===== config.mk =====
export PLATFORM = sky130hd
export DESIGN_NAME = rgb_to_hsv_converter
export DESIGN_NICKNAME = d
export VERILOG_FILES = /design/src/rhc_pkg.sv /design/src/rhc_front.sv /design/src/rhc_div_pipe.sv /design/src/rhc_back.sv /design/src/rgb_to_hsv_converter.sv
export SDC_FILE = /design/constraint.sdc
export NUM_CORES = 2
export LEC_CHECK = 0
export CORE_AREA = 2 2 414 313
export CTS_CLUSTER_SIZE = 14
export DETAILED_ROUTE_END_ITERATION = 10
export DIE_AREA = 0 0 416 315
export DONT_BUFFER_PORTS = 1
export SKIP_CTS_REPAIR_TIMING = 1
export SYNTH_ARGS = -nofsm -noshare
export SYNTH_HDL_FRONTEND = slang
export SYNTH_SLANG_ARGS = --single-unit

===== constraint.sdc =====
create_clock -name i_clk -period 16.9 [get_ports i_clk]
set_input_delay 3.38 -clock i_clk [delete_from_list [all_inputs] [get_ports i_clk]]
set_output_delay 3.38 -clock i_clk [all_outputs]
set_load 0.01 [all_outputs]

===== src/rhc_pkg.sv =====
// ----------------------------------------------------------------------------
// rhc_pkg
// Shared types, constants and step functions for the RGB to HSV converter.
// ----------------------------------------------------------------------------
package rhc_pkg;

    localparam int CHAN_W        = 8;
    localparam int HUE_FRAC_BITS = 6;
    localparam int SAT_BITS      = 16;
    localparam int HUE_SCALE     = 1 << HUE_FRAC_BITS;
    localparam int HUE_W         = $clog2(360 * HUE_SCALE);
    localparam int HUE_QUO_W     = $clog2(60 * HUE_SCALE + 1);
    // One quotient bit per divider stage; both lanes share the depth
    localparam int DIV_STAGES    = (HUE_QUO_W > SAT_BITS) ? HUE_QUO_W : SAT_BITS;
    localparam int NUM_W         = CHAN_W + DIV_STAGES;

    typedef struct packed {
        logic [CHAN_W-1:0] red_in;
        logic [CHAN_W-1:0] green_in;
        logic [CHAN_W-1:0] blue_in;
    } t_pix_in;

    typedef struct packed {
        logic [HUE_W-1:0]    hue_out;
        logic [SAT_BITS-1:0] saturation_out;
        logic [CHAN_W-1:0]   value_out;
    } t_hsv_out;

    // Sector offset of the hue, in degrees
    typedef enum logic [1:0] {
        HB_0,
        HB_120,
        HB_240,
        HB_360
    } t_hue_base;

    typedef struct packed {
        t_hue_base         base;
        logic              neg;    // channel difference is negative
        logic              grey;   // delta is zero
        logic              black;  // largest channel is zero
        logic [CHAN_W-1:0] cmax;
    } t_side;

    // One restoring-division lane: partial remainder, and a word that
    // shifts dividend bits out and quotient bits in
    typedef struct packed {
        logic [CHAN_W-1:0]     rem;
        logic [DIV_STAGES-1:0] word;
        logic [CHAN_W-1:0]     divisor;
    } t_div_lane;

    typedef struct packed {
        t_div_lane hue;
        t_div_lane sat;
        t_side     side;
    } t_div_item;

    function automatic t_div_lane lane_step(input t_div_lane a);
        logic [CHAN_W:0] trial;
        logic [CHAN_W:0] diff;
        t_div_lane       r;
        trial = {a.rem, a.word[DIV_STAGES-1]};
        diff  = trial - {1'b0, a.divisor};
        r     = a;
        if (trial >= {1'b0, a.divisor}) begin
            r.rem  = diff[CHAN_W-1:0];
            r.word = {a.word[DIV_STAGES-2:0], 1'b1};
        end else begin
            r.rem  = trial[CHAN_W-1:0];
            r.word = {a.word[DIV_STAGES-2:0], 1'b0};
        end
        return r;
    endfunction

    function automatic t_div_item item_step(input t_div_item a);
        t_div_item r;
        r     = a;
        r.hue = lane_step(a.hue);
        r.sat = lane_step(a.sat);
        return r;
    endfunction

    function automatic logic [HUE_W-1:0] hue_base_val(input t_hue_base b);
        logic [HUE_W-1:0] v;
        case (b)
            HB_0:    v = '0;
            HB_120:  v = HUE_W'(120 * HUE_SCALE);
            HB_240:  v = HUE_W'(240 * HUE_SCALE);
            HB_360:  v = HUE_W'(360 * HUE_SCALE);
            default: v = '0;
        endcase
        return v;
    endfunction

endpackage


===== src/rhc_front.sv =====
// ----------------------------------------------------------------------------
// rhc_front
// Max, min, delta and sector selection; builds both divider dividends.
// ----------------------------------------------------------------------------
module rhc_front (
    input  logic                i_clk,
    input  logic                i_rst_n,
    input  logic                i_valid,
    input  rhc_pkg::t_pix_in    i_data,
    output logic                o_stall,
    output logic                o_valid,
    output rhc_pkg::t_div_item  o_item,
    input  logic                i_stall
);

    logic                      r_v;
    rhc_pkg::t_div_item        r_item;
    rhc_pkg::t_div_item        n_item;

    logic [rhc_pkg::CHAN_W-1:0] red;
    logic [rhc_pkg::CHAN_W-1:0] grn;
    logic [rhc_pkg::CHAN_W-1:0] blu;
    logic [rhc_pkg::CHAN_W-1:0] cmax;
    logic [rhc_pkg::CHAN_W-1:0] cmin;
    logic [rhc_pkg::CHAN_W-1:0] delta;
    logic [rhc_pkg::CHAN_W-1:0] mag;
    logic [rhc_pkg::NUM_W-1:0]  hue_num;
    logic [rhc_pkg::NUM_W-1:0]  sat_num;

    assign o_stall = r_v & i_stall;

    always_comb begin
        red  = i_data.red_in;
        grn  = i_data.green_in;
        blu  = i_data.blue_in;
        cmax = (red > grn) ? red : grn;
        if (blu > cmax) begin
            cmax = blu;
        end
        cmin = (red < grn) ? red : grn;
        if (blu < cmin) begin
            cmin = blu;
        end
        delta = cmax - cmin;

        n_item = '0;
        // red beats green on a tie, green beats blue
        if (red >= grn && red >= blu) begin
            if (grn >= blu) begin
                n_item.side.base = rhc_pkg::HB_0;
                n_item.side.neg  = 1'b0;
                mag              = grn - blu;
            end else begin
                n_item.side.base = rhc_pkg::HB_360;
                n_item.side.neg  = 1'b1;
                mag              = blu - grn;
            end
        end else if (grn >= blu) begin
            n_item.side.base = rhc_pkg::HB_120;
            n_item.side.neg  = (blu < red);
            mag              = (blu >= red) ? (blu - red) : (red - blu);
        end else begin
            n_item.side.base = rhc_pkg::HB_240;
            n_item.side.neg  = (red < grn);
            mag              = (red >= grn) ? (red - grn) : (grn - red);
        end
        n_item.side.grey  = (delta == '0);
        n_item.side.black = (cmax == '0);
        n_item.side.cmax  = cmax;

        hue_num = rhc_pkg::NUM_W'(mag) * rhc_pkg::NUM_W'(60 * rhc_pkg::HUE_SCALE);
        sat_num = (rhc_pkg::NUM_W'(delta) << rhc_pkg::SAT_BITS) - rhc_pkg::NUM_W'(delta);

        // Quotients fit DIV_STAGES bits, so the top byte already sits below the divisor
        n_item.hue.rem     = hue_num[rhc_pkg::NUM_W-1 -: rhc_pkg::CHAN_W];
        n_item.hue.word    = hue_num[rhc_pkg::DIV_STAGES-1:0];
        n_item.hue.divisor = delta;
        n_item.sat.rem     = sat_num[rhc_pkg::NUM_W-1 -: rhc_pkg::CHAN_W];
        n_item.sat.word    = sat_num[rhc_pkg::DIV_STAGES-1:0];
        n_item.sat.divisor = cmax;
    end

    always_ff @(posedge i_clk) begin
        if (!i_rst_n) begin
            r_v <= 1'b0;
        end else if (!o_stall) begin
            r_v <= i_valid;
        end
    end

    always_ff @(posedge i_clk) begin
        if (!o_stall) begin
            r_item <= n_item;
        end
    end

    assign o_valid = r_v;
    assign o_item  = r_item;

endmodule


===== src/rhc_div_pipe.sv =====
// ----------------------------------------------------------------------------
// rhc_div_pipe
// Two-lane pipelined restoring divider, one quotient bit per stage.
// ----------------------------------------------------------------------------
module rhc_div_pipe (
    input  logic                i_clk,
    input  logic                i_rst_n,
    input  logic                i_valid,
    input  rhc_pkg::t_div_item  i_item,
    output logic                o_stall,
    output logic                o_valid,
    output rhc_pkg::t_div_item  o_item,
    input  logic                i_stall
);

    localparam int N = rhc_pkg::DIV_STAGES;

    logic               r_v    [N];
    rhc_pkg::t_div_item r_item [N];
    rhc_pkg::t_div_item n_item [N];
    logic               v_in   [N];
    logic               stall  [N+1];

    assign stall[N] = i_stall;

    for (genvar k = 0; k < N; k++) begin : g_stage
        // a stage holds only when full and the stage after it holds
        assign stall[k] = r_v[k] & stall[k+1];

        if (k == 0) begin : g_first
            assign v_in[k]   = i_valid;
            assign n_item[k] = rhc_pkg::item_step(i_item);
        end else begin : g_next
            assign v_in[k]   = r_v[k-1];
            assign n_item[k] = rhc_pkg::item_step(r_item[k-1]);
        end

        always_ff @(posedge i_clk) begin
            if (!i_rst_n) begin
                r_v[k] <= 1'b0;
            end else if (!stall[k]) begin
                r_v[k] <= v_in[k];
            end
        end

        always_ff @(posedge i_clk) begin
            if (!stall[k]) begin
                r_item[k] <= n_item[k];
            end
        end
    end

    assign o_stall = stall[0];
    assign o_valid = r_v[N-1];
    assign o_item  = r_item[N-1];

endmodule


===== src/rhc_back.sv =====
// ----------------------------------------------------------------------------
// rhc_back
// Hue assembly from sector offset and quotient, saturation forced to zero for black; output register.
// ----------------------------------------------------------------------------
module rhc_back (
    input  logic                i_clk,
    input  logic                i_rst_n,
    input  logic                i_valid,
    input  rhc_pkg::t_div_item  i_item,
    output logic                o_stall,
    output logic                o_valid,
    output rhc_pkg::t_hsv_out   o_data,
    input  logic                i_stall
);

    logic                        r_v;
    rhc_pkg::t_hsv_out           r_data;
    rhc_pkg::t_hsv_out           n_data;
    logic [rhc_pkg::HUE_W-1:0]   base;
    logic [rhc_pkg::HUE_W-1:0]   quo;
    logic [rhc_pkg::HUE_W-1:0]   rnd;

    assign o_stall = r_v & i_stall;

    always_comb begin
        base = rhc_pkg::hue_base_val(i_item.side.base);
        quo  = rhc_pkg::HUE_W'(i_item.hue.word);
        rnd  = rhc_pkg::HUE_W'(i_item.hue.rem != '0);

        // negative difference: floor of a negative quotient is minus the ceiling
        if (i_item.side.grey) begin
            n_data.hue_out = '0;
        end else if (i_item.side.neg) begin
            n_data.hue_out = base - quo - rnd;
        end else begin
            n_data.hue_out = base + quo;
        end

        if (i_item.side.black) begin
            n_data.saturation_out = '0;
        end else begin
            n_data.saturation_out = i_item.sat.word[rhc_pkg::SAT_BITS-1:0];
        end

        n_data.value_out = i_item.side.cmax;
    end

    always_ff @(posedge i_clk) begin
        if (!i_rst_n) begin
            r_v <= 1'b0;
        end else if (!o_stall) begin
            r_v <= i_valid;
        end
    end

    always_ff @(posedge i_clk) begin
        if (!o_stall) begin
            r_data <= n_data;
        end
    end

    assign o_valid = r_v;
    assign o_data  = r_data;

endmodule


===== src/rgb_to_hsv_converter.sv =====
// Pipeline: a front register, DIV_STAGES divider stages that each take one
//   quotient bit, and an output register.
// Throughput: one beat per cycle when not stalled; every stage holds only
//   when full and the stage after it holds, so bubbles close up under a stall.
// Reset: synchronous, active low; clears the valid bits of every stage.
// ----------------------------------------------------------------------------
// rgb_to_hsv_converter
// Fixed-point RGB to HSV conversion of an 8-bit pixel stream.
// ----------------------------------------------------------------------------
module rgb_to_hsv_converter (
    input  logic               i_clk,
    input  logic               i_rst_n,
    // input channel
    input  logic               i_valid,
    input  rhc_pkg::t_pix_in   i_data,
    output logic               o_stall,
    // output channel
    output logic               o_valid,
    output rhc_pkg::t_hsv_out  o_data,
    input  logic               i_stall
);

    // Front stage -> divider
    logic               front_valid;
    rhc_pkg::t_div_item front_item;
    logic               div_stall;

    // Divider -> back stage
    logic               div_valid;
    rhc_pkg::t_div_item div_item;
    logic               back_stall;

    // Stage 1: find max and min, pick the sector (red over green over blue
    // on a tie), and form the two dividends:
    //   hue: 60 * 2^HUE_FRAC_BITS * |channel difference| over delta
    //   sat: delta * (2^SAT_BITS - 1) over the largest channel
    rhc_front u_front (
        .i_clk   (i_clk),
        .i_rst_n (i_rst_n),
        .i_valid (i_valid),
        .i_data  (i_data),
        .o_stall (o_stall),
        .o_valid (front_valid),
        .o_item  (front_item),
        .i_stall (div_stall)
    );

    // Stages 2 .. DIV_STAGES+1: both quotients advance one bit per stage in
    // lock-step; the sector and special-case flags ride alongside.
    rhc_div_pipe u_div (
        .i_clk   (i_clk),
        .i_rst_n (i_rst_n),
        .i_valid (front_valid),
        .i_item  (front_item),
        .o_stall (div_stall),
        .o_valid (div_valid),
        .o_item  (div_item),
        .i_stall (back_stall)
    );

    // Last stage: add or subtract the hue quotient from the sector offset
    // (rounding towards minus infinity via the remainder), force hue to zero
    // for grey and saturation to zero for black, and hold the output beat.
    rhc_back u_back (
        .i_clk   (i_clk),
        .i_rst_n (i_rst_n),
        .i_valid (div_valid),
        .i_item  (div_item),
        .o_stall (back_stall),
        .o_valid (o_valid),
        .o_data  (o_data),
        .i_stall (i_stall)
    );

endmodule


-- After elaboration in Yosys (flattened, before gate mapping)
Memories as Yosys holds them, arrays and structs flattened.
Cells that the tools add are included.
- register bits after elaboration: 98
- memory bits (writable): 1248
- input port bits: 28
- output and inout port bits: 41
- logic and storage cells: 255
- memories: 2
- memory list (memory ; words ; width ; read ports ; clocked after Yosys merged registers in ; write ports ; line ; text):
    u_div.r_item ; 16 ; 77 ; 16 ; 0 ; 16 ; rhc_div_pipe.sv:19 ; rhc_pkg::t_div_item r_item [N];
    u_div.r_v ; 16 ; 1 ; 16 ; 0 ; 16 ; rhc_div_pipe.sv:18 ; logic r_v [N];
- add/sub/neg operators: 43
- $mul: 1
- $lt $le $gt $ge: 41
- equality and inequality tests: 3
- muxes and demuxes: 111
- bitwise operators: 34
- reduce and logical (&&, ||, !) cells: 5
- operators with widths (kind ; count):
    24-bit two-way mux ; 32
    8-bit subtractor ; 38
    9-bit by 8-bit greater-or-equal comparator with 1-bit output ; 31
    8-bit two-way mux ; 9
    1-bit two-way mux ; 65
    15-bit case mux with 4 select lines ; 1
    8-bit greater-or-equal comparator ; 4
    8-bit < comparator ; 3
    24-bit by 8-bit subtractor with 24-bit output ; 1
    1-bit AND ; 18
    8-bit greater-than comparator ; 2
    8-bit logical NOT ; 2
    1-bit OR ; 16
    15-bit adder ; 1
    15-bit two-way mux ; 1
    15-bit by 1-bit subtractor with 15-bit output ; 1
    15-bit subtractor ; 1
    8-bit by 4-bit multiplier with 12-bit output, second input constant ; 1
    3-bit two-way mux ; 3
    5-bit by 8-bit greater-or-equal comparator with 1-bit output ; 1
    8-bit nonzero test ; 1
    5-bit by 8-bit subtractor with 8-bit output ; 1
    2-bit == test, second input constant ; 2
    2-bit by 1-bit == test with 1-bit output, second input constant ; 1
    2 further kinds ; 2

-- Longest topological paths before layout
- depth after elaboration: 21
- mapped depth: 35
- depth with buffers taken out: 34

-- Hierarchy
Synthesis repeated with hierarchy kept, for this count alone.
- cell total of the unflattened synthesis: 4453
- area, all modules: 62736.4 um2
- by module, submodules not included (module ; instances ; cells an instance ; area an instance (um2) ; sequential area each (um2)):
    rhc_div_pipe ; 1 ; 3513 ; 53809.1 ; 37465.9
    rhc_front ; 1 ; 697 ; 6336.1 ; 1671.6
    rhc_back ; 1 ; 243 ; 2591.2 ; 1191.1

-- Least setup slack after synthesis
No wires, ideal clock.
- path type: input to output
- from: input i_stall
- to: output o_stall
- data arrival time: 7.712 ns
- required time: 13.520 ns
- path slack: 5.808 ns
- stages: 10
- path buffers: 0
- cell sequence: and3_1 > and3_1 > and3_1 > inv_1 > nor3_1 > and2_1 > and3_1 > and2_1 > nand3_1 > inv_1
- cells in the longest elaborated chain, start to end: 18
- ends and longest elaborated chain (what ; line ; text):
    from (decl) ; rgb_to_hsv_converter.sv:20 ; input logic i_stall
    1-bit AND ; rhc_back.sv:23 ; assign o_stall = r_v & i_stall;
    1-bit AND (16 in series) ; rhc_div_pipe.sv:28 ; assign stall[k] = r_v[k] & stall[k+1];
    1-bit AND ; rhc_front.sv:30 ; assign o_stall = r_v & i_stall;
    to (decl) ; rgb_to_hsv_converter.sv:16 ; output logic o_stall,
Every way passes these cells.

-- Worst setup path in the final report
Ends and elaborated chain as after synthesis.

==> metrics.md <==
| Metric | Value |
|---|---|
| Run status | finished, final reports clean |
| Routed vias/inst | 4.855 |
| Min-delay src | u_div.r_item[0][417] |
| Final worst slack | 7.283 ns |
| Remaining Overflow, GRT | 0 |
| Clk sinks | 1,074 |
| Crit path required time | 13.52 ns |
| FF+latch count, synth | 1,074 |
| Cell Pwr Density | 207.7 nW/um2 |
| Later-pin clock latency in the skew report | 0.67 ns |
| Chip height | 315 um |
| Critical path cell sequence | and3_1, and3_1, and3_1, inv_2, nor3_1, and2_1, and3_1, and2_1, nand3_2, buf_4, inv_1 |
| GP Congestion | 0.8451 |
| Num CTS Buffers | 107 |
| Die X | 416 um |
| Register area share after synthesis | 63.84% |
| Final setup fails | 0 |
| Fin. Hold Viols | 0 |
| Max-Cap Viols | 0 |
| Diode count | 0 |
| Slew @ Worst Pin | 1.063 ns |
| Critical path class | in -> out |
| Fmax | 0.1040 GHz |
| Core Util, Final | 43.88% |
| Final HPWL DP | 61,810 um |
| Peak supply drop | 0.0001077 V |
| Worst R2R Start | u_div.r_item[1][609] |
| Setup tns final | 0 ns |
| GRT Total Usage | 13.16% |
| Met3 WL | 3566 um |
| Routed wl met2 | 37,600 um |
| Top Metal Used | met4 |
| Cell Count, Final, Fillers Out | 5,683 |
| Cell variety after synth | 83 |
| RSZ-0062 raised after global routing | false |
| Synthesized cell area | 50,470 um2 |
| Die Area | 131,000 um2 |
| Final ANT Viol Nets | 0 |
| Max-slew headroom | 27.29% |
| Fillers | 11,414 |
| P_leak | 23.14 nW |
| Initial DRC Count | 1,645 |
| CP Capture Type | output port |
| Worst Clk Skew | 0.03401 ns |
| Starting Density | 39.54% |
| Worst hold stages | 0 |
| Core Area | 127,700 um2 |
| Worst R2R Path Depth | 17 |
| Bufs on Longest Clock Path | 3 |
| Synth warnings | 0 |
| Port bufs | 0 |
| Row count | 114 |
| Residual DRC | 0 |
| Commonest non-fill, non-tap cells in the layout | edfxtp_1 (1,071), inv_1 (552), ha_1 (369) |
| Leading register cell type out of synthesis | edfxtp_1 |
| Via count of the routed design | 27,590 |
| Commonest non-fill, non-tap cell in the layout | edfxtp_1 |
| Synth-to-layout area growth | 10.97% |
| First-pass GRT wire length | 141,100 um |
| Drt pass-1 iters | 7 |
| CP startpoint | i_stall |
| Layout cell share with drive strength beyond 1 | 5.724% |
| Slew Viols, Final | 0 |
| Total routed wirelength | 85,550 um |
| Startpoint Class | input port |
| CP max FO | 56 |
| Number of enable flip-flop cells after synthesis | 1,071 |
| CTS clock-pin slew for the worst setup and hold paths | 0.06 ns |
| CTS tree | yes |
| Slowest Stage Delay on Critical Path | 0.41 ns |
| Tmin final | 9.617 ns |
| Crit path DAT | 6.24 ns |
| Syn Nets | 4,281 |
| Post-Place Setup Slack | 6.699 ns |
| Gate count after technology mapping | 3,833 |
| Syn_area_per_cell | 13.17 um2 |
| H-tree lvl count | 3 |
| WL/cell | 15.05 um |
| CTS Root Buffer Type | clkbuf_16 |
| M1 WL | 42,440 um |
| Nets@finish | 4,356 |
| Fin crit share | 56.91% |
| Largest net degree at the start of global routing | 66 |
| Antenna violations before repair | 1 |
| Share of synthesized registers carrying an async set or reset | 0% |
| Vias in the first global route | 27,494 |
| Most common cell on crit path | and3_1 |
| Hold crit path type | reg -> reg |
| Max stage delay cell, worst path | nor3_1 |
| # IOs | 69 |
| Placed insts | 5,481 |
-- synthesized netlist by cell type, types with 38 or more instances --
cell / count / area (um2)
nor2b_1: 90 / 563.0
o21ai_0: 323 / 1617
clkbuf_1: 47 / 176.4
and3_1: 49 / 306.5
xnor2_1: 71 / 621.9
xor2_1: 73 / 639.4
o21bai_1: 38 / 285.3
ha_1: 369 / 4617
fa_1: 51 / 1021
a21oi_1: 151 / 755.7
nor2_1: 146 / 548.0
o31ai_1: 64 / 480.5
inv_1: 561 / 2106
nand2_1: 290 / 1089
a21o_1: 55 / 412.9
nand4_1: 58 / 362.9
edfxtp_1: 1071 / 32160
-- critical path, delay by kind of cell --
family	cells	cell delay, ns
buffers and inverters	3	0.70
AND/OR/NAND/NOR	8	2.16
-- worst paths after layout --
check / to / slack (ns)
worst max-delay path: o_stall / 7.28
worst min-delay path: u_div.r_item[0][495] / 0.40
worst max register to register: u_back.o_data[37] / 13.27
worst min register to register: u_div.r_item[0][495] / 0.40
-- power by group --
group / internal [W] / total, W / switching [W]
Combinational: 0.00184 / 0.00423 / 0.00239
Clock: 0.00133 / 0.00231 / 0.000983
Sequential: 0.00456 / 0.00509 / 0.000536
-- stage by stage --
stage / power [W] / instance area [um2] / hold WS [ns]
after floorplan: 0.008316 / 50470 / 0.4003
after global placement: 0.009253 / 52540 / 0.4005
after detailed placement: 0.009390 / 52540 / 0.4045
after CTS: 0.01176 / 56010 / 0.3976
after global routing: 0.01263 / 56010 / 0.4022
final: 0.01163 / 56010 / 0.3994
-- logic make-up (layout without fill, tap and decap cells) --
logic type,after synthesis,in the layout,synth area share [%]
buffers and inverters,615,783,4.593
XOR/XNOR,146,146,2.563
AND/OR/NAND/NOR,758,758,7.335
adder cells (fa/ha/maj),421,421,11.19
AO/OA/AOI/OAI,770,770,9.445
multiplexers,49,49,1.036
flip-flops,1074,1074,63.84
-- routing by layer --
metal / track usage (%) / vias to the layer above
met5: 0 / -
met4: 3.818 / 0
met3: 2.323 / 131
met2: 20.91 / 372
met1: 18.54 / 13135
li1: - / 13952
-- area by class of cell --
type / instances / area (um2) / area share [%]
Timing Repair Buffer: 20 / 150.1 / 0.2681
Clock inverter: 74 / 689.4 / 1.231
Multi-Input combinational cell: 2144 / 15960 / 28.50
Tap cell: 1682 / 2105 / 3.757
Clock buffer: 128 / 2778 / 4.959
Sequential cell: 1074 / 32220 / 57.53
Inverter: 561 / 2106 / 3.760
-- registers in the layout (all words and copies together) (netlist names) --
signal and cells:
u_back.o_valid 1, u_front.o_valid 1, u_div.r_item 962, u_back.o_data 39, u_div.r_v 16, u_front.o_item 55
No activity file was read; power rests on OpenSTA's default activity.
